==> config.mk <==
export PLATFORM = sky130hd
export DESIGN_NAME = fvt_cfg_regs
export DESIGN_NICKNAME = d
export VERILOG_FILES = /design/src/hdl/fvt_pkg.sv /design/src/hdl/fvt_cfg_regs.sv
export SDC_FILE = /design/constraint.sdc
export NUM_CORES = 1
export LEC_CHECK = 0
export ABC_CLOCK_PERIOD_IN_PS = 8880
export BUFFER_PORTS_ARGS = -buffer_cell sky130_fd_sc_hd__buf_2
export CAP_MARGIN = 20
export CORE_ASPECT_RATIO = 1.75
export CORE_MARGIN = 5
export CORE_UTILIZATION = 43
export DETAILED_ROUTE_END_ITERATION = 10
export PLACE_DENSITY = 0.69
export SYNTH_ARGS = -nofsm -noshare
export SYNTH_HDL_FRONTEND = slang
export SYNTH_SLANG_ARGS = --single-unit
export TNS_END_PERCENT = 1
==> constraint.sdc <==
create_clock -name clk -period 8.88 [get_ports clk]
set_clock_uncertainty 0.2 [all_clocks]
set_input_delay 0.444 -clock clk [delete_from_list [all_inputs] [get_ports clk]]
set_output_delay 0.444 -clock clk [all_outputs]
set_load 0.03 [all_outputs]
==> src/hdl/fvt_pkg.sv <==
package fvt_pkg;

  localparam int COORD_WIDTH = 16;
  localparam int PLANE_COUNT = 6;

  localparam int COEF_W    = 16;
  localparam int FRAC_BITS = 14;
  localparam int CFG_W     = 64;

  // Corner coordinates are exact sums of two coordinates.
  localparam int EXT_W  = COORD_WIDTH + 1;
  localparam int PROD_W = EXT_W + COEF_W;
  // Plane offset plus sphere radius, before scaling by 2^14.
  localparam int OFF_W  = ((COORD_WIDTH > COEF_W) ? COORD_WIDTH : COEF_W) + 1;
  localparam int SUM_W  = ((PROD_W > OFF_W + FRAC_BITS) ? PROD_W : OFF_W + FRAC_BITS) + 2;

  localparam int IDX_W  = (PLANE_COUNT > 1) ? $clog2(PLANE_COUNT) : 1;
  localparam int ADDR_W = IDX_W + 3;

  localparam logic [2:0] FUNC_POINT  = 3'd0;
  localparam logic [2:0] FUNC_SPHERE = 3'd1;
  localparam logic [2:0] FUNC_CUBE   = 3'd2;
  localparam logic [2:0] FUNC_CBOX   = 3'd3;
  localparam logic [2:0] FUNC_MMBOX  = 3'd4;

  typedef struct packed {
    logic [2:0][EXT_W-1:0]   lo;
    logic [2:0][EXT_W-1:0]   hi;
    logic [COORD_WIDTH-1:0]  rad;
    logic                    skip;
    logic                    vis;
  } item_t;

  typedef logic [PLANE_COUNT-1:0][CFG_W-1:0] plane_set_t;

endpackage

==> src/hdl/fvt_cfg_regs.sv <==
module fvt_cfg_regs (
  input  logic                         clk,
  input  logic                         rst_n,
  input  logic                         psel,
  input  logic                         penable,
  input  logic                         pwrite,
  input  logic [fvt_pkg::ADDR_W-1:0]   paddr,
  input  logic [fvt_pkg::CFG_W-1:0]    pwdata,
  output logic [fvt_pkg::CFG_W-1:0]    prdata,
  output logic                         pready,
  output fvt_pkg::plane_set_t          planes
);

  logic [fvt_pkg::IDX_W-1:0] idx;
  logic                      idx_ok;
  logic [fvt_pkg::CFG_W-1:0] plane_r [fvt_pkg::PLANE_COUNT];

  assign idx    = paddr[fvt_pkg::ADDR_W-1:3];
  assign idx_ok = ({1'b0, idx} < (fvt_pkg::IDX_W + 1)'(fvt_pkg::PLANE_COUNT));
  assign pready = 1'b1;

  always_ff @(posedge clk) begin
    if (!rst_n) begin
      for (int i = 0; i < fvt_pkg::PLANE_COUNT; i++) begin
        plane_r[i] <= '0;
      end
    end else if (psel && penable && pwrite && idx_ok) begin
      plane_r[idx] <= pwdata;
    end
  end

  always_comb begin
    prdata = '0;
    if (idx_ok) begin
      prdata = plane_r[idx];
    end
  end

  always_comb begin
    for (int i = 0; i < fvt_pkg::PLANE_COUNT; i++) begin
      planes[i] = plane_r[i];
    end
  end

endmodule

* Word-level counts from Yosys, hierarchy flattened
Memory sizes are Yosys's and may differ from the RTL's.
Cells that the tools add are included.
Widths: inputs -> output; s select.
** Operators by class
- Mux-type cells :: 8
- Reductions and logical operators :: 4
- Magnitude comparators :: 1
** Operators with widths (count)
- $mux 64 :: 2
- $reduce_or 64->1 :: 1
- $mux 1 :: 5
- $logic_and 1x1->1 :: 3
- $lt 3x3->1 const B :: 1
- $mux 3 :: 1
** Word-level totals
- Input port bits :: 75
- Register bits :: 0
- Memory bits (writable) :: 384
- Logic and storage cells :: 14
- Memories kept :: 1
** Memory list
- plane_r :: words 6, bits a word 64, read ports 7, clocked after Yosys merged registers in 0, wr ports 6, line fvt_cfg_regs.sv:16 : logic [fvt_pkg::CFG_W-1:0] plane_r [fvt_pkg::PLANE_COUNT];

* Logic depth before layout (Yosys ltp)
- Depth after elaboration :: 8
- Mapped depth :: 7
- Mapped depth without buffers :: 3

* Least setup slack after synthesis
OpenSTA, ideal clock, no wires.
- Path type :: input port to flip-flop
- Start point :: in paddr[3] (netlist name)
- End point :: mem plane_r[5][0] (netlist name) (enable)
- Cell stages on the path :: 5
- Arrival time :: 5942 ps
- Setup slack :: 2157 ps
- Required time :: 8099 ps
- Cell sequence :: buf_2 buf_2 buf_2 inv_1 o31ai_1
** RTL lines
- from (decl) :: line fvt_cfg_regs.sv:7 : input logic [fvt_pkg::ADDR_W-1:0] paddr,
- to (decl) :: line fvt_cfg_regs.sv:16

==> impl_metrics.json <==
{
  "crit_start": "paddr[4]",
  "largest_reg_flops": 384,
  "crit_arrival_ns": 4.12,
  "placed_area_mm2": 0.0204,
  "min_period_ns": 4.17,
  "hold_violations": 0,
  "yosysTopAreaCell": "edfxtp_1",
  "worstSetupEndpoint": "plane_r[3][10]$_SDFFCE_PN0P_",
  "dieHeight_um": 276,
  "path_class": "in -> reg",
  "io_pins": 524,
  "dp.cells": 2142,
  "switching_share_pct": 28.9,
  "hp-class": "in -> reg",
  "rsz0062_at_grt": "no",
  "drive_gt1_share_pct": 38.9,
  "syn_area_mm2": 0.0174,
  "cts_resized": 0,
  "antenna_found_initial": 3,
  "use_met2_pct": 46.4,
  "ctsHoldBuffers": 0,
  "synth.most_common_cell": "edfxtp_1",
  "viasPerCell": 5.56,
  "instances_no_fill": 2209,
  "vias": 12300,
  "chipWidth_um": 162,
  "clk_path_buf_depth": 3,
  "io_buffers": 519,
  "grt.busiest_layer": "met2",
  "place.gp.congestion": 0.876,
  "hpwl_um": 38100,
  "power.share.sequential_pct": 49.9,
  "drv_slew": 0,
  "largest_register": "plane_r",
  "required_ns": 8.82,
  "startpoint_type": "input pin",
  "start_util_pct": 43.4,
  "grt_remaining_overflow": 0,
  "combPwrFrac_pct": 16.2,
  "fin_nets": 1761,
  "setup_viol": 0,
  "irDropWorstVdd_mv": 0.162,
  "synth_common_cells": "384 x edfxtp_1, 377 x and2_1, 128 x mux2i_1",
  "tightest_slew_ns": 1.14,
  "max_slew_margin_pct": 23.8,
  "ys_warn_count": 0,
  "p_leak_nw": 8.84,
  "p_switching_w": 0.00125,
  "clock-root-buffer": "clkbuf_16",
  "area_delta_synth_final_pct": 23.9,
  "grt_start_max_net_pins": 86,
  "finalWirelength_um": 60600,
  "critPathMaxFanout": 85,
  "ant_nets": 0,
  "fin_crit_sh_pct": 47.0,
  "p_per_area_mw_per_mm2": 201,
  "cap_violations": 0,
  "post_cts_buffers": 0,
  "drt_first_pass_iters": 5,
  "fmax_ghz": 0.240,
  "intPower_w": 0.00308,
  "grt_pass1_vias": 12900,
  "ys_types": 26,
  "grt_pass1_wl_um": 85500,
  "ys_ff_latch": 384,
  "cts_num_sinks": 384,
  "stdcell_area_mm2": 0.0215,
  "synth_fp_nets": 1272,
  "use_met3_pct": 4.97,
  "syn_avg_cell_area_um2": 14.5,
  "initialDrtViolationCount": 702,
  "outcome": "finished clean",
  "top_regs": "plane_r x384",
  "syn_inst": 1197,
  "async_flop_share_pct": 0,
  "clkPwrFrac_pct": 33.9,
  "ys_seq_area_share_pct": 66.4,
  "synth_top_cell_area_share_pct": 66.4,
  "synthTopCellsByArea": "edfxtp_1 66%, and2_1 14%, mux2i_1 7.4%, mux2_2 4.1%, o221ai_1 3.2%",
  "synth_edf_count": 384,
  "cts_made_buffers": 37,
  "worstSetupEndpointType": "flip-flop",
  "htree_num_levels": 2,
  "tritoncts": "done",
  "coreArea_mm2": 0.0401,
  "synth_ff_type": "edfxtp_1",
  "path_clk_slew_ns": 0.07,
  "avgRoutedWirePerCell_um": 27.4,
  "die_area_mm2": 0.0447,
  "fillers": 3401,
  "drc": 0,
  "grtUsageMet1_pct": 30.2,
  "setup_tns_ns": 0,
  "row_count": 97,
  "track_usage_pct": 25.9
}
==> power groups by stage <==
stage,sequential [W],combinational (W),clock [W]
after floorplan,0.00240,0.000226,0
after global routing,0.00217,0.000727,0.00156
after global placement,0.00219,0.000698,0
after detailed placement,0.00220,0.000703,0
final,0.00216,0.000700,0.00146
after CTS,0.00216,0.000704,0.00148
==> worst max-delay path, stage by stage <==
cell and delay (ns):
buf_6 0.74, buf_4 0.83, and2_1 0.56, nand2_1 0.17, nand2_4 0.37, buf_4 0.73
==> cell families (layout without fill, tap and decap cells) <==
logic type / after synthesis / after routing / share of synthesized area, %
buf+inv: 88 / 601 / 2.56
mux: 192 / 192 / 11.5
other cells: 1 / 5 / 0.0216
compound gates: 67 / 67 / 3.36
flops: 384 / 384 / 66.4
simple gates: 465 / 465 / 16.2
==> placed cells by master (no fill, tap or decap), drive strengths merged <==
cell	Yosys	final
a21oi	1	1
and2	377	377
and3	1	1
and4	8	8
and4b	1	1
buf	48	537
bufinv	0	1
clkbuf	39	43
clkinv	0	13
clkinvlp	0	3
conb	1	1
diode	0	4
edfxtp	384	384
inv	1	4
mux2	64	64
mux2i	128	128
nand2	66	66
nand2b	5	5
nand3	1	1
nand4	1	1
nor2	1	1
nor3	1	1
nor4	1	1
nor4b	2	2
o221ai	64	64
o31ai	2	2
==> metal layers <==
metal | routed length [um] | vias up
met5 | 0 | -
met2 | 31400 | 603
met4 | 2850 | 0
li1 | - | 5349
met1 | 22000 | 6182
met3 | 4320 | 149
==> worst min-delay path by stage <==
stage / slack, ns / cells past startpoint / startpoint / endpoint
CTS: 0.03 / 2 / pwdata[59] / plane_r[4][59]$_SDFFCE_PN0P_
floorplan: 0.44 / 1 / pwdata[0] / plane_r[0][0]$_SDFFCE_PN0P_
detailed placement: 0.58 / 2 / pwdata[40] / plane_r[5][40]$_DFFE_PP_
finish: 0.05 / 2 / pwdata[60] / plane_r[4][60]$_SDFFCE_PN0P_
global placement: 0.57 / 2 / pwdata[4] / plane_r[2][4]$_SDFFCE_PN0P_
global route: 0.05 / 2 / pwdata[20] / plane_r[3][20]$_SDFFCE_PN0P_
==> final cells by class <==
type	instances	area (um^2)	area share [%]
sequential	384	11500	53.6
multi-input combinational	725	5520	25.6
timing repair buffer	537	2760	12.8
clock buffer	43	948	4.41
tap	495	619	2.88
clock inverter	20	136	0.634
antenna	4	10.0	0.0465
inverter	1	3.75	0.0174
==> stage by stage <==
step                      power (W)  setup slack, ns  hold slack, ns  util (%)
after floorplan             0.00263             2.16           0.442         -
after global placement      0.00289             4.28           0.572      50.9
after detailed placement    0.00290             4.26           0.580      51.0
after CTS                   0.00435             4.82          0.0292      53.7
after global routing        0.00445             4.64          0.0481      53.7
final                       0.00432             4.71          0.0494      53.8
No activity file was read; power rests on OpenSTA's default activity.
