## src/hdl/fvt_pkg.sv

```systemverilog
package fvt_pkg;

  localparam int COORD_WIDTH = 16;
  localparam int PLANE_COUNT = 6;

  localparam int COEF_W    = 16;
  localparam int FRAC_BITS = 14;
  localparam int CFG_W     = 64;

  // Corner coordinates are exact sums of two coordinates.
  localparam int EXT_W  = COORD_WIDTH + 1;
  localparam int PROD_W = EXT_W + COEF_W;
  // Plane offset plus sphere radius, before scaling by 2^14.
  localparam int OFF_W  = ((COORD_WIDTH > COEF_W) ? COORD_WIDTH : COEF_W) + 1;
  localparam int SUM_W  = ((PROD_W > OFF_W + FRAC_BITS) ? PROD_W : OFF_W + FRAC_BITS) + 2;

  localparam int IDX_W  = (PLANE_COUNT > 1) ? $clog2(PLANE_COUNT) : 1;
  localparam int ADDR_W = IDX_W + 3;

  localparam logic [2:0] FUNC_POINT  = 3'd0;
  localparam logic [2:0] FUNC_SPHERE = 3'd1;
  localparam logic [2:0] FUNC_CUBE   = 3'd2;
  localparam logic [2:0] FUNC_CBOX   = 3'd3;
  localparam logic [2:0] FUNC_MMBOX  = 3'd4;

  typedef struct packed {
    logic [2:0][EXT_W-1:0]   lo;
    logic [2:0][EXT_W-1:0]   hi;
    logic [COORD_WIDTH-1:0]  rad;
    logic                    skip;
    logic                    vis;
  } item_t;

  typedef logic [PLANE_COUNT-1:0][CFG_W-1:0] plane_set_t;

endpackage

```

## src/hdl/fvt_cell.sv

```systemverilog
module fvt_cell (
  input  logic                        clk,
  input  logic                        rst_n,
  input  logic [fvt_pkg::CFG_W-1:0]   plane,
  input  logic                        in_valid,
  input  fvt_pkg::item_t              in_item,
  output logic                        out_valid,
  output fvt_pkg::item_t              out_item
);

  logic signed [fvt_pkg::COEF_W-1:0] coef [3];
  logic signed [fvt_pkg::COEF_W-1:0] d_coef;
  logic signed [fvt_pkg::EXT_W-1:0]  op [3];
  logic signed [fvt_pkg::EXT_W-1:0]  lo_s;
  logic signed [fvt_pkg::EXT_W-1:0]  hi_s;
  logic signed [fvt_pkg::PROD_W-1:0] prod_nxt [3];
  logic signed [fvt_pkg::OFF_W-1:0]  off_nxt;

  logic signed [fvt_pkg::PROD_W-1:0] prod_r [3];
  logic signed [fvt_pkg::OFF_W-1:0]  off_r;
  logic                              a_valid_r;
  fvt_pkg::item_t                    a_item_r;

  logic signed [fvt_pkg::SUM_W-1:0]  sum;
  logic                              pass;
  logic                              b_valid_r;
  fvt_pkg::item_t                    b_item_r;
  fvt_pkg::item_t                    b_item_nxt;

  assign coef[0] = plane[15:0];
  assign coef[1] = plane[31:16];
  assign coef[2] = plane[47:32];
  assign d_coef  = plane[63:48];

  // The corner nearest the positive side uses the larger coordinate for a
  // non-negative coefficient and the smaller one otherwise.
  always_comb begin
    lo_s = '0;
    hi_s = '0;
    for (int k = 0; k < 3; k++) begin
      lo_s = in_item.lo[k];
      hi_s = in_item.hi[k];
      if (coef[k][fvt_pkg::COEF_W-1] ^ (hi_s > lo_s)) begin
        op[k] = hi_s;
      end else begin
        op[k] = lo_s;
      end
      prod_nxt[k] = fvt_pkg::PROD_W'(coef[k]) * fvt_pkg::PROD_W'(op[k]);
    end
  end

  // The sphere test d + r >= -dot folds the radius into the offset.
  assign off_nxt = fvt_pkg::OFF_W'(d_coef) +
                   fvt_pkg::OFF_W'($signed(in_item.rad));

  always_ff @(posedge clk) begin
    if (!rst_n) begin
      a_valid_r <= 1'b0;
      b_valid_r <= 1'b0;
    end else begin
      a_valid_r <= in_valid;
      b_valid_r <= a_valid_r;
    end
  end

  always_ff @(posedge clk) begin
    for (int k = 0; k < 3; k++) begin
      prod_r[k] <= prod_nxt[k];
    end
    off_r    <= off_nxt;
    a_item_r <= in_item;
    b_item_r <= b_item_nxt;
  end

  assign sum = fvt_pkg::SUM_W'(prod_r[0]) + fvt_pkg::SUM_W'(prod_r[1]) +
               fvt_pkg::SUM_W'(prod_r[2]) +
               (fvt_pkg::SUM_W'(off_r) <<< fvt_pkg::FRAC_BITS);
  assign pass = ~sum[fvt_pkg::SUM_W-1];

  always_comb begin
    b_item_nxt     = a_item_r;
    b_item_nxt.vis = a_item_r.vis & (a_item_r.skip | pass);
  end

  assign out_valid = b_valid_r;
  assign out_item  = b_item_r;

  a_step: assert property (@(posedge clk) disable iff (!rst_n)
    a_valid_r |=> b_valid_r)
    else $error("cell dropped a transaction between its two stages");

  a_fail_sticks: assert property (@(posedge clk) disable iff (!rst_n)
    (a_valid_r && !a_item_r.vis) |=> !b_item_r.vis)
    else $error("culled transaction became visible again");

  a_skip_keeps: assert property (@(posedge clk) disable iff (!rst_n)
    (a_valid_r && a_item_r.skip) |=> (b_item_r.vis == $past(a_item_r.vis)))
    else $error("unknown test kind was culled by a plane");

endmodule
```

## config.mk

```make
export PLATFORM = sky130hd
export DESIGN_NAME = fvt_cell
export DESIGN_NICKNAME = d
export VERILOG_FILES = /design/src/hdl/fvt_pkg.sv /design/src/hdl/fvt_cell.sv
export SDC_FILE = /design/constraint.sdc
export NUM_CORES = 2
export LEC_CHECK = 0
export ABC_AREA = 1
export ABC_CLOCK_PERIOD_IN_PS = 13300
export BUFFER_PORTS_ARGS = -buffer_cell sky130_fd_sc_hd__buf_2
export CORE_MARGIN = 2
export CORE_UTILIZATION = 25
export CTS_CLUSTER_SIZE = 25
export DETAILED_ROUTE_END_ITERATION = 6
export SLEW_MARGIN = 40
export SYNTH_ARGS = -nofsm -noshare
export SYNTH_HDL_FRONTEND = slang
export SYNTH_SLANG_ARGS = --single-unit
```

## constraint.sdc

```tcl
create_clock -name clk -period 13.3 [get_ports clk]
set_clock_uncertainty 0.2 [all_clocks]
set_input_delay 2.66 -clock clk [delete_from_list [all_inputs] [get_ports clk]]
set_output_delay 2.66 -clock clk [all_outputs]
set_load 0.005 [all_outputs]
```

After elaboration in Yosys (flattened, before gate mapping)
Memory sizes are Yosys's and may differ from the RTL's.
Cells that the tools add are included.
Cells by class
  multiplexer cells: 3
  bitwise logic cells: 6
  order comparisons: 3
  multipliers: 3
  add/sub/neg operators: 4
Operators by type and width (count)
  $mul A16 B17 Y33: 3
  $gt A17 B17 Y1: 3
  $mux W17: 3
  $add A34 B33 Y35: 1
  $add A35 B31 Y35: 1
  $add A33 B33 Y34: 1
  $add A16 B16 Y17: 1
  $xor A1 B1 Y1: 3
  $and A1 B1 Y1: 1
  $not A1 Y1: 1
  $or A1 B1 Y1: 1
Word-level totals
  memories: 1
  output and inout port bits: 121
  flip-flop bits (word level): 259
  RAM bits: 99
  input bits: 187
Memories
  prod_r: depth 3, bits a word 33, rd ports 3, clocked after Yosys merged registers in 0, wr ports 3, line fvt_cell.sv:19  | logic signed [fvt_pkg::PROD_W-1:0] prod_r [3];

Longest topological paths before layout
  depth after elaboration: 6
  mapped depth: 43
  mapped depth without buffers: 42

Worst setup path after synthesis
Ideal clock, no wire load.
  path type: input to register
  from: input in_item[94] (netlist name)
  to: memory prod_r[0][61] (netlist name)
  arrival time: 8868 ps
  path slack: 4111 ps
  library setup time: 121 ps
  required time: 12979 ps
  stages on the path: 33
  path through: inv_1 ha_1 nand2_1 nor2_1 nand2_1 nand3b_1 nand3_1 nand2_1 nand2_1 nand2_1 nand2_2 buf_6 nand2_1 buf_4 nand3_1 inv_1 fa_1 fa_1 fa_1 fa_1 fa_1 inv_1 fa_1 inv_1 ha_1 nand2_1 nor2_1 inv_1 nor2_1 nand3_1 nand3_1 a21oi_1 xnor2_1
RTL lines
  start, declared: line fvt_cell.sv:6  | input fvt_pkg::item_t in_item,
  end, declared: line fvt_cell.sv:19

==> results.txt <==
- Result of the run: complete, no violations
- Hold_buf cts: 0
- The kind of cell with the highest combined delay along the critical path is adder cells.
- Detailed-placement wirelength estimate: 103300 µm
* CP bufs+invs: 5
- The area growth from synthesis to layout is 12.64%.
- Maximum number of pins on one net before global-route repair: 31
- In the post-synthesis netlist, the biggest area contributors are sky130_fd_sc_hd__fa_1 (41%), sky130_fd_sc_hd__dfxtp_1 (16%), sky130_fd_sc_hd__ha_1 (10%).
* Highest cell delay on the worst timing path: slightly above 900 ps
- Fillers: between 15000 and 20000
- Number of buffers added by the clock tree synthesis step: 41
- Clock tree synthesis selected as its root buffer the cell sky130_fd_sc_hd__clkbuf_16.
* Proportion of netlist area held by the largest area contributor: 40.52%
* Die X-Extent: 421.3 µm
* Fmax: 0.09835 GHz
- The worst setup path is launched from a primary input.
- Dividing the detail-routed via count by the number of cells gives 4.305.
- The post-route netlist has between 8 and 9% of its cells at a drive strength greater than 1.
- Die Y: around 420 µm
- CTS saw around 360 sinks.
- Nets: about 6600
- Period utilization: roughly 76%
- The Yosys step of the flow raised 0 warnings.
* Worst-margin pin slew: around 770 ps
- The worst register-to-register path has a setup slack of about 10000 ps.
- Cell type with the highest aggregate area in the netlist: sky130_fd_sc_hd__fa_1
* Net count after synthesis: 6340
* Max stage delay cell, worst path: sky130_fd_sc_hd__fa_1
* Number of cells produced by synthesis: approximately 4900
- CTS H-tree depth: 2
- The first global-routing pass estimated 192500 µm of wire.
* Worst-path maximum fanout: 30
* Arrival time at the worst endpoint: around 10000 ps
- Max-cap violations in this run came to 0.
* PostCTS Resize Cnt: 0
- Summing over every cut layer, the via total after detailed routing is ~32000.
- In this run the remaining antenna-violating nets after routing total 0.
- The top cell types in the final layout, fill and taps aside, are sky130_fd_sc_hd__inv_1 (1157), sky130_fd_sc_hd__fa_1 (881), sky130_fd_sc_hd__nand2_1 (839).
* Initial core utilization: around 25%
- For this design the top-level I/O count stands at between 300 and 400.
- Number of rows in the core area: around 150
- Die ar.: roughly 0.18 mm²
- In this design, the critical path's most frequently occurring cell is sky130_fd_sc_hd__nand2_1.
- TritonCTS built the clock tree.
- First-pass iteration count of the detailed router: 6
- Wire length per cell after detailed routing: between 15 and 20 µm
- Startpoint-to-endpoint class of the critical path: primary input to flop
- DRC violations left: 0
- The worst path needs a little over 10000 ps of the cycle, external delays included.
- Detailed Route WL: between 100000 and 150000 µm
* Maximum count of clock buffers along a single path: 3
- Setup repair after global routing left no endpoint under its margin.
* Number of global-route vias before repair: between 30000 and 40000
- Clock-pin slew on the worst setup and hold paths: 60 ps
* Setup violation total in the final timing report: 0
- Most frequent standard cell in the layout excluding fill and tap cells: sky130_fd_sc_hd__inv_1
- Final weighted congestion of routability-driven global placement: 0.9140
- The number of hold violations in the final report came to 0.
- Combined area of all synthesized cells: around 0.044 mm²
- STA classifies the critical path endpoint as a flop.
* Clock latency on the worst-skew pair: between 600 and 700 ps
- Iteration-0 DRC count of the detailed router: a little under 2000
- The initial antenna violation count was 10.
- Synthesis inferred around 360 register bits.
* Average footprint of a synthesized cell: 8.867 µm²
- The number of pins exceeding their max-slew limit in the final report came to 0.
- The worst hold path belongs to the class flop to flop.
- Total negative setup slack: 0 ps
- Global-route congestion overflow total: 0
- Netlist cell types: 40
* Postcts setup bufs: 0
- Floorplan core area: approximately 0.17 mm²
* # port buffers: 307
* Tot GR Track Use: about 14%
- The worst pin sits at a relative slew slack of between 40% and 50%.
* Sequential area share after synthesis: between 10% and 20%
- Data on the critical path is required at its endpoint by about 14000 ps.
worst register-to-register path: cells and delay by family (launching register included):
family / cells / cell delay (ps)
fa+ha+maj: 3 / 1320
simple gates: 9 / 1110
flops: 1 / 460
cell usage after synthesis:
cell / n
sky130_fd_sc_hd__inv_1: 1157
sky130_fd_sc_hd__fa_1: 881
sky130_fd_sc_hd__nand2_1: 842
sky130_fd_sc_hd__nor2_1: 536
sky130_fd_sc_hd__ha_1: 363
sky130_fd_sc_hd__dfxtp_1: 358
sky130_fd_sc_hd__nand3_1: 155
sky130_fd_sc_hd__a21oi_1: 149
sky130_fd_sc_hd__xor2_1: 70
sky130_fd_sc_hd__o21ai_0: 68
sky130_fd_sc_hd__nand2_2: 59
sky130_fd_sc_hd__clkbuf_1: 55
sky130_fd_sc_hd__xnor2_1: 53
sky130_fd_sc_hd__nand4_1: 28
sky130_fd_sc_hd__nor3_1: 15
sky130_fd_sc_hd__o21bai_1: 15
sky130_fd_sc_hd__a31oi_1: 12
sky130_fd_sc_hd__buf_4: 10
sky130_fd_sc_hd__nor2_2: 10
sky130_fd_sc_hd__a21o_1: 8
sky130_fd_sc_hd__buf_6: 8
sky130_fd_sc_hd__buf_2: 7
sky130_fd_sc_hd__nand2_4: 7
sky130_fd_sc_hd__a21boi_0: 6
sky130_fd_sc_hd__nand3b_1: 5
sky130_fd_sc_hd__o211ai_1: 5
sky130_fd_sc_hd__buf_1: 4
sky130_fd_sc_hd__a211oi_1: 3
sky130_fd_sc_hd__o221ai_1: 3
sky130_fd_sc_hd__o31ai_1: 3
sky130_fd_sc_hd__inv_2: 2
sky130_fd_sc_hd__nand3_2: 2
sky130_fd_sc_hd__nor4_1: 2
sky130_fd_sc_hd__o21a_1: 2
sky130_fd_sc_hd__a211o_1: 1
sky130_fd_sc_hd__a31o_2: 1
sky130_fd_sc_hd__and2_1: 1
sky130_fd_sc_hd__and3_1: 1
sky130_fd_sc_hd__buf_8: 1
sky130_fd_sc_hd__or2_2: 1
through the flow:
step	std cells	hold slack [ps]	instance area, µm²	util [%]	setup slack [ps]
after floorplan	4909	109.6	43530	-	4111
after global placement	7457	110.0	47540	27.41	2267
after detailed placement	7457	112.1	47550	27.42	2560
after CTS	7531	117.7	49010	28.26	3201
after global routing	7538	118.6	49030	28.27	2553
final	7539	116.7	49030	28.27	3132
path summary, 6_finish.rpt:
kind,startpoint,endpoint,cells after the start
max,in_item[94],prod_r[0][65]$_DFF_P_,30
min,a_item_r[67]$_DFF_P_,out_item[67]$_DFF_P_,0
max reg2reg,prod_r[0][32]$_DFF_P_,out_item[0]$_DFF_P_,12
min reg2reg,a_item_r[67]$_DFF_P_,out_item[67]$_DFF_P_,0
state kept, by name, summed over array words and instances, names as in the netlist:
signal / cells
a_item_r: 120
out_item: 120
prod_r: 99
off_r: 17
a_valid_r: 1
out_valid: 1
layer usage:
layer	routed length (µm)	part of all wire [%]	global-route usage (%)	up-vias
li1	-	-	-	15040
met1	48410	40	17.02	16190
met2	59090	49	23.42	1012
met3	7596	6.3	2.475	204
met4	5571	4.6	6.350	4
met5	26	0.022	0	-
kinds of logic after synthesis:
family | count (synthesis) | share of synthesized area, %
XOR/XNOR | 123 | 2.475
flip-flops | 358 | 16.46
adder cells (fa/ha/maj) | 1244 | 50.95
AO/OA/AOI/OAI | 276 | 3.493
AND/OR/NAND/NOR | 1664 | 15.62
buffers and inverters | 1244 | 11.00
layout make-up:
type,instances,area (µm²),area share (%)
Inverter,1159,4350,8.873
Clock buffer,49,1076,2.195
Timing Repair Buffer,308,1544,3.149
Antenna cell,8,20.02,0.04083
Multi-Input combinational cell,3307,31580,64.41
Sequential cell,358,7167,14.62
Clock inverter,25,382.9,0.7809
Tap cell,2325,2909,5.933
Power is not shown: default switching activity piles up to over one toggle a cycle in this logic, so the estimate is an artifact.
