===== config.mk =====
export PLATFORM = sky130hd
export DESIGN_NAME = fvt_front
export DESIGN_NICKNAME = d
export VERILOG_FILES = /design/src/hdl/fvt_pkg.sv /design/src/hdl/fvt_front.sv
export SDC_FILE = /design/constraint.sdc
export NUM_CORES = 1
export LEC_CHECK = 0
export BUFFER_PORTS_ARGS = -buffer_cell sky130_fd_sc_hd__buf_2
export CORE_UTILIZATION = 51
export CTS_CLUSTER_DIAMETER = 200
export CTS_CLUSTER_SIZE = 24
export DETAILED_ROUTE_END_ITERATION = 10
export PLACE_DENSITY = 0.78
export SLEW_MARGIN = 40
export SYNTH_ARGS = -nofsm -noshare
export SYNTH_HDL_FRONTEND = slang
export SYNTH_SLANG_ARGS = --single-unit

===== constraint.sdc =====
create_clock -name clk -period 3.5 [get_ports clk]
set_input_delay 0 -clock clk [delete_from_list [all_inputs] [get_ports clk]]
set_output_delay 0 -clock clk [all_outputs]
set_load 0.1 [all_outputs]

===== src/hdl/fvt_pkg.sv =====
package fvt_pkg;

  localparam int COORD_WIDTH = 16;
  localparam int PLANE_COUNT = 6;

  localparam int COEF_W    = 16;
  localparam int FRAC_BITS = 14;
  localparam int CFG_W     = 64;

  // Corner coordinates are exact sums of two coordinates.
  localparam int EXT_W  = COORD_WIDTH + 1;
  localparam int PROD_W = EXT_W + COEF_W;
  // Plane offset plus sphere radius, before scaling by 2^14.
  localparam int OFF_W  = ((COORD_WIDTH > COEF_W) ? COORD_WIDTH : COEF_W) + 1;
  localparam int SUM_W  = ((PROD_W > OFF_W + FRAC_BITS) ? PROD_W : OFF_W + FRAC_BITS) + 2;

  localparam int IDX_W  = (PLANE_COUNT > 1) ? $clog2(PLANE_COUNT) : 1;
  localparam int ADDR_W = IDX_W + 3;

  localparam logic [2:0] FUNC_POINT  = 3'd0;
  localparam logic [2:0] FUNC_SPHERE = 3'd1;
  localparam logic [2:0] FUNC_CUBE   = 3'd2;
  localparam logic [2:0] FUNC_CBOX   = 3'd3;
  localparam logic [2:0] FUNC_MMBOX  = 3'd4;

  typedef struct packed {
    logic [2:0][EXT_W-1:0]   lo;
    logic [2:0][EXT_W-1:0]   hi;
    logic [COORD_WIDTH-1:0]  rad;
    logic                    skip;
    logic                    vis;
  } item_t;

  typedef logic [PLANE_COUNT-1:0][CFG_W-1:0] plane_set_t;

endpackage


===== src/hdl/fvt_front.sv =====
module fvt_front (
  input  logic                                 clk,
  input  logic                                 rst_n,
  input  logic                                 accept,
  input  logic [2:0]                           func,
  input  logic signed [fvt_pkg::COORD_WIDTH-1:0] pos_x,
  input  logic signed [fvt_pkg::COORD_WIDTH-1:0] pos_y,
  input  logic signed [fvt_pkg::COORD_WIDTH-1:0] pos_z,
  input  logic signed [fvt_pkg::COORD_WIDTH-1:0] ext_x,
  input  logic signed [fvt_pkg::COORD_WIDTH-1:0] ext_y,
  input  logic signed [fvt_pkg::COORD_WIDTH-1:0] ext_z,
  output logic                                 out_valid,
  output fvt_pkg::item_t                       out_item
);

  logic signed [fvt_pkg::EXT_W-1:0] pos_e [3];
  logic signed [fvt_pkg::EXT_W-1:0] ext_e [3];
  logic                             valid_r;
  fvt_pkg::item_t                   item_r;
  fvt_pkg::item_t                   item_nxt;

  assign pos_e[0] = fvt_pkg::EXT_W'(pos_x);
  assign pos_e[1] = fvt_pkg::EXT_W'(pos_y);
  assign pos_e[2] = fvt_pkg::EXT_W'(pos_z);
  assign ext_e[0] = fvt_pkg::EXT_W'(ext_x);
  assign ext_e[1] = fvt_pkg::EXT_W'(ext_y);
  assign ext_e[2] = fvt_pkg::EXT_W'(ext_z);

  // Each axis becomes a [lo, hi] interval; a point is a degenerate one.
  always_comb begin
    item_nxt      = '0;
    item_nxt.vis  = 1'b1;
    for (int k = 0; k < 3; k++) begin
      item_nxt.lo[k] = pos_e[k];
      item_nxt.hi[k] = pos_e[k];
    end
    unique case (func)
      fvt_pkg::FUNC_POINT: begin
      end
      fvt_pkg::FUNC_SPHERE: begin
        item_nxt.rad = ext_x;
      end
      fvt_pkg::FUNC_CUBE: begin
        for (int k = 0; k < 3; k++) begin
          item_nxt.lo[k] = pos_e[k] - ext_e[0];
          item_nxt.hi[k] = pos_e[k] + ext_e[0];
        end
      end
      fvt_pkg::FUNC_CBOX: begin
        for (int k = 0; k < 3; k++) begin
          item_nxt.lo[k] = pos_e[k] - ext_e[k];
          item_nxt.hi[k] = pos_e[k] + ext_e[k];
        end
      end
      fvt_pkg::FUNC_MMBOX: begin
        for (int k = 0; k < 3; k++) begin
          item_nxt.hi[k] = ext_e[k];
        end
      end
      default: begin
        // Unknown test kinds are never culled.
        item_nxt.skip = 1'b1;
      end
    endcase
  end

  always_ff @(posedge clk) begin
    if (!rst_n) begin
      valid_r <= 1'b0;
    end else begin
      valid_r <= accept;
    end
  end

  always_ff @(posedge clk) begin
    if (accept) begin
      item_r <= item_nxt;
    end
  end

  assign out_valid = valid_r;
  assign out_item  = item_r;

endmodule


After elaboration in Yosys (flattened, before gate mapping). Index checks and enable logic that the tools add are counted.

Flip-flop bits (word level): 120. Output and inout port bits: 121.

Add/subtract/negate cells: 10. Reductions and logical operators: 2. Muxes and demuxes: 3. Equal/unequal tests: 4.

Operators by type and width (count): case mux 51 bit (3 select lines) (1); case mux 51 bit (2 select lines) (1); adder 16 x 16 -> 17 bit (5); subtractor 16 x 16 -> 17 bit (5); equality test 3 x 2 -> 1 bit, second input constant (2); OR reduction 5 bit (1); equality test 3 x 1 -> 1 bit, second input constant (1); equality test 3 bit, second input constant (1); zero test 3 bit (1); two-way mux 1 bit (1).

Depth between registers and ports, before layout. Gate-level depths: netlist of the first run.

Depth in word-level cells: 3. Mapped depth: 18. Gate-level depth less buffers: 15.

Worst setup path before layout of the first run. Ideal clock, no wire load.

Kind: input to register. Start: input func[2]. End: register item_r, in the netlist out_item[117] (data pin). Arrival time: 3.026 ns. Stages: 18. Setup slack: 0.207 ns. Setup time: 0.267 ns. Path through: clkbuf_1 > nand2b_1 > buf_2 > nor2_1 > clkbuf_1 > nand2_1 > nand2_1 > ha_1 > inv_1 > fa_1 > nor2b_1 > o21a_1 > o21ai_1 > a31oi_1 > a211oi_1 > o31ai_1 > xor2_1 > o21ai_0.

RTL lines: from (decl) (RTL line fvt_front.sv:5) `input logic [2:0] func,`; to (signal assigned) (RTL line fvt_front.sv:77) `item_r <= item_nxt;`; to (decl) (RTL line fvt_front.sv:19) `fvt_pkg::item_t item_r;`.

==> flow_metrics.tcl, run 1 <==
set metrics [dict create \
    io_buffers 221 \
    relSlewSlack_pct 49.7 \
    syn_inst 1124 \
    clk_path_buf_depth 2 \
    initial_utilization_pct 52.5 \
    synth_edf_count 119 \
    leakage_uw 0.00569 \
    yosys_warnings 0 \
    hp-start "ext_x[7]" \
    die_h_um 142 \
    post_cts_buffers 0 \
    grt_usage_pct 30.7 \
    wl_per_cell_um 18.0 \
    grt_pass1_vias 9370 \
    initialDrtViolationCount 799 \
    async_reset_ff_share_pct 0 \
    drt_pass1_iterations 5 \
    grt_pass1_wl_mm 47.8 \
    max_freq_mhz 322 \
    synth_fp_nets 1332 \
    startpoint_type "input port" \
    hp-class "input port to register" \
    ff_latch_area_um2 3590 \
    gr-total-overflow 0 \
    path_max_fanout 12 \
    synth-seq-cells 120 \
    synth_flop_cell "edfxtp_1" \
    drcViolationCount 0 \
    cp-startpoint "func[1]" \
    worstSetupEndpointType "register" \
    ys_types 77 \
    multi_input_area_um2 5740 \
    maxCapViolCount 0 \
    cts_tree "built" \
    vias 9692 \
    hpwlAfterDp_mm 21.4 \
    antenna_cells 0 \
    finalCritPeriodShare_pct 88.9 \
    antenna_found_initial 0 \
    worstPathArrival_ns 3.25 \
    die_x_um 142 \
    viasPerCell 5.74 \
    cts.sinks 120 \
    required_ns 3.64 \
    synthTopCellsByCount "156 x nand2_1, 119 x edfxtp_1, 100 x ha_1, 96 x o21ai_0, 89 x inv_1" \
    root_buffer "clkbuf_16" \
    path_clk_slew_ns 0.06 \
    cts-resized-gates 0 \
    die-area_um2 20000 \
    pin_count 223 \
    cp-endpoint "out_item[117]" \
    finalHoldViolations 0 \
    slew_violations 0 \
    setup_viol 0 \
    final_cell_area_um2 12800 \
    finalNetCount 1624 \
    ys_seq_area_share_pct 36.2 \
    final_util_pct 67.8 \
    critical_path_class "input port to register" \
    area_growth_pct 29.0 \
    post_synth.cell_area_avg_um2 8.83 \
    synth_top_area_cell "edfxtp_1" \
    placed_cell_area_um2 11300 \
    rsz0062_at_grt "false" \
    holdBufCountCts 94 \
    setup-tns-final_ns 0 \
    synth_top_area_share_pct 36.0 \
    gp_congestion 0.960 \
    ant_nets 0 \
    p_per_area_nw_per_um2 487 \
    cts_buffers 17 \
    status "completed" \
    final_layout_size_suffix_gt1_share_pct 21.3 \
    nFillCells 1526 \
    rows 50 \
    worstMarginPinSlew_ns 0.755 \
    detail_route.wirelength_mm 30.5 \
    htreeDepth 4 \
    vdd_ir_drop_max_mv 0.346 \
    finalCriticalPeriod_ns 3.11 \
    synthMostInstantiatedCell "nand2_1" \
    grt_max_degree 81 \
    fp.coreArea_um2 18900 \
    netlist_area_um2 9920 \
    yosys-top-cells-area "edfxtp_1 36%, ha_1 13%, nand2_1 5.9%" \
]
through the flow:
step | cells | setup slack (ns) | hold slack [ns] | power [uW]
3_5_place_dp | 1563 | 0.0350 | 0.224 | 4400
4_1_cts | 1689 | 0.466 | 0.000350 | 6210
6_report | 1689 | 0.390 | 0.00303 | 6240
5_1_grt | 1689 | 0.171 | 0.0170 | 6470
2_1_floorplan | 1124 | 0.207 | 0.112 | 3870
3_3_place_gp | 1562 | 0.103 | 0.218 | 4370
metal layers:
metal  track usage, %  vias to the layer above  share of wire (%)
li1                 -                     4609                  -
met1             39.9                     4522                 43
met2             50.3                      469                 46
met3             4.45                       92                7.2
met4             15.2                        0                3.8
met5                0                        -                  0
kinds of logic (layout without fill, tap and decap cells):
| group | Yosys count | after routing | synth area share (%) |
|---|---|---|---|
| and+or+nand+nor | 338 | 338 | 15.2 |
| AOI/OAI and AO/OA | 331 | 331 | 21.9 |
| buffers and inverters | 155 | 460 | 6.20 |
| DFF | 120 | 120 | 36.2 |
| adders and majority gates | 106 | 106 | 13.8 |
| xor gates and xnor gates | 65 | 65 | 5.74 |
| muxes | 8 | 8 | 0.857 |
| other | 1 | 1 | 0.0378 |
flip-flops by register name (all words and copies together), names as in the netlist:
| name | cells |
|---|---|
| out_item | 119 |
| out_valid | 1 |
layout make-up:
| cell class | instances | area share [%] |
|---|---|---|
| Multi-Input combinational cell | 849 | 44.8 |
| Sequential cell | 120 | 28.1 |
| Timing Repair Buffer | 335 | 17.4 |
| Clock buffer | 17 | 3.32 |
| Inverter | 93 | 2.75 |
| Tap cell | 260 | 2.54 |
| Clock inverter | 15 | 1.07 |
critical path, stage by stage:
cell and delay (ns):
buf_2 0.13, nor2b_2 0.15, nand2_1 0.39, nand2_1 0.20, nand2_1 0.16, ha_1 0.20
inv_1 0.06, fa_1 0.41, nor2b_1 0.15, o21a_1 0.20, o21ai_1 0.19, a31oi_1 0.21
a211oi_1 0.28, buf_4 0.17, o31ai_1 0.07, xor2_1 0.15, o21ai_0 0.10
worst min-delay path by stage:
stage / endpoint / slack, ns / depth (start not counted)
6_report: out_item[25] / 0.003 / 3
5_1_grt: out_item[21] / 0.02 / 3
4_1_cts: out_item[25] / 0.0003 / 3
3_5_place_dp: out_valid / 0.22 / 2
3_3_place_gp: out_valid / 0.22 / 2
2_1_floorplan: out_item[100] / 0.11 / 0
report_power, final:
group          internal, uW  switching [uW]  total (uW)
clock network          1030             698        1730
registers              1770            41.4        1810
logic                   698            2000        2690
total                  3500            2740        6240
cells in the final DEF, fill, tap and decap left out, drive strengths merged, types with 8 or more instances in the layout:
cell and n:
edfxtp 119, nor4 23, nor2 75, o21bai 9, dlygate4sd3 94, nand3 14
o21ai 107, xnor2 52, nor2b 11, nand2 156, a221oi 11, nor3 22
a22oi 35, o21a 8, a31oi 8, inv 92, clkbuf 17, buf 241
a211oi 14, ha 100, a21o 12, a21oi 73, nand2b 14, o31ai 14
clkinv 11, xor2 13
(Power assumes the default switching activity.)
==> run 2: changes to the inputs <==
ABC_AREA = 1   (was unset)
CAP_MARGIN = 20   (was unset)
CORE_UTILIZATION = 52   (was 51)
==> flow_metrics.tcl, run 2 <==
set metrics [dict create \
    status "completed" \
    viasPerCell 5.38 \
    finalCritPeriodShare_pct 89.8 \
    synth_fp_nets 1857 \
    clk_path_buf_depth 2 \
    ys_types 42 \
    worstMarginPinSlew_ns 0.888 \
    final_layout_size_suffix_gt1_share_pct 15.2 \
    finalHoldViolations 0 \
    nFillCells 1879 \
    htreeDepth 4 \
    die_h_um 149 \
    critical_path_class "input port to register" \
    area_growth_pct 24.8 \
    die_x_um 149 \
    detail_route.wirelength_mm 37.6 \
    layoutNonFillerInstCount 2226 \
    required_ns 3.68 \
    gr-total-overflow 0 \
    die-area_um2 22300 \
    syn_inst 1649 \
    finalCriticalPeriod_ns 3.14 \
    finalNetCount 2146 \
    gp_congestion 0.960 \
    cts_buffers 17 \
    leakage_uw 0.00735 \
    synthMostInstantiatedCell "nand2_1" \
    antenna_found_initial 0 \
    synthTopCellsByCount "545 x nand2_1, 243 x inv_1, 141 x nand3_1, 131 x nor2_1, 119 x edfxtp_1" \
    io_buffers 221 \
    ant_nets 0 \
    p_per_area_nw_per_um2 452 \
    rsz0062_at_grt "false" \
    yosys-top-cells-area "edfxtp_1 32%, nand2_1 18%, ha_1 11%" \
    drt_pass1_iterations 5 \
    largest_register_ffs 119 \
    max_freq_mhz 318 \
    path_clk_slew_ns 0.07 \
    root_buffer "clkbuf_16" \
    crit_chain "dlygate4sd3_1 -> buf_2 -> inv_2 -> nor2_4 -> nand2_4 -> buf_4 -> o21ai_1 -> inv_1 -> ha_1 -> nand3_1 -> nand3_1 -> nand2_1 -> nand2_1 -> a21oi_1 -> o21ai_0 -> nand3_1 -> dlygate4sd3_1" \
    grt_pass1_vias 11500 \
    grt_usage_pct 34.2 \
    grt_max_degree 67 \
    synth-seq-cells 120 \
    rows 53 \
    grt_pass1_wl_mm 58.5 \
    wl_per_cell_um 16.9 \
    antenna_cells 0 \
    hp-class "input port to register" \
    fp.coreArea_um2 21200 \
    vias 12000 \
    pin_count 223 \
    post_cts_buffers 0 \
    initial_utilization_pct 53.3 \
    worstPathArrival_ns 3.32 \
    ys_seq_area_share_pct 31.9 \
    cts.sinks 120 \
    yosys_warnings 0 \
    setup_viol 0 \
    hpwlAfterDp_mm 27.7 \
    worstSetupEndpointType "register" \
    initialDrtViolationCount 866 \
    netlist_area_um2 11300 \
    drcViolationCount 0 \
    post_synth.cell_area_avg_um2 6.84 \
    relSlewSlack_pct 40.8 \
    path_max_fanout 14 \
    dp_cells 2088 \
    startpoint_type "input port" \
    synth_top_area_share_pct 31.7 \
    final_common_cell "nand2_1" \
    cts_tree "built" \
    async_reset_ff_share_pct 0 \
    synth_edf_count 119 \
    critPathSlowestCell "dlygate4sd3_1" \
    max_stage_delay_ns 0.58 \
    slew_violations 0 \
    vdd_ir_drop_max_mv 0.366 \
    path_common_cell "nand3_1" \
    maxCapViolCount 0 \
    layout_common_cells "544 x nand2_1, 243 x inv_1, 220 x buf_2" \
    setup-tns-final_ns 0 \
    synth_top_area_cell "edfxtp_1" \
    synth_flop_cell "edfxtp_1" \
]
==> run 2: worst paths after layout <==
path / slack (ns) / start / depth (start not counted) / to
min: 0.02 / pos_y[2] / 3 / out_item[88]
max: 0.36 / func[1] / 17 / out_item[42]
==> run 2: layout make-up <==
class                           count  area, um2  area share (%)
Multi-Input combinational cell   1210       6370            45.2
Sequential cell                   120       3590            25.5
Timing Repair Buffer              335       2250            16.0
Inverter                          254        953            6.77
Clock buffer                       19        433            3.08
Tap cell                          275        344            2.44
Clock inverter                     13        130           0.925
==> run 2: per-layer routing <==
metal,global-route usage [%],part of all wire [%],vias up
met5,0,0,-
met4,15.9,3.9,0
met3,3.98,6.9,86
met2,59.7,49,553
met1,42.0,40,5428
li1,-,-,5900
==> run 2: what timing repair did <==
action	4_1_cts	5_1_grt
gates resized for setup	0	1
endpoints found under the hold margin	100	16
hold buffers	104	1
setup endpoints to repair	0	1
==> run 2: cell families after synthesis <==
| kind of cell | Yosys count | share of synthesized area [%] |
|---|---|---|
| AOI/OAI and AO/OA | 236 | 12.4 |
| xor gates and xnor gates | 7 | 0.544 |
| adders and majority gates | 106 | 12.2 |
| buffers and inverters | 319 | 11.8 |
| DFF | 120 | 31.9 |
| other | 1 | 0.0332 |
| and+or+nand+nor | 860 | 31.2 |
==> run 2: critical path, delay by kind of cell <==
family,cells,cell delay [ns]
adder cells (fa/ha/maj),1,0.44
AND/OR/NAND/NOR,7,0.88
buffers and inverters,6,1.57
AO/OA/AOI/OAI,3,0.42
==> run 2: per-stage QoR <==
stage	utilization, %	hold WS (ns)	power [uW]	worst slack (ns)	instance area, um2
6_report	66.5	0.0166	6360	0.359	14100
4_1_cts	66.3	0.00313	6340	0.310	14000
5_1_grt	66.5	0.0209	6640	0.105	14100
2_1_floorplan	-	0.0935	3940	1.27	11300
3_3_place_gp	58.8	0.182	4480	0.667	12400
3_5_place_dp	58.8	0.184	4490	0.639	12400
==> run 2: report_power, final <==
group	internal (uW)	switching (uW)	total (uW)
logic	651	2160	2810
registers	1760	46.3	1810
clock network	1040	698	1740
total	3460	2900	6360
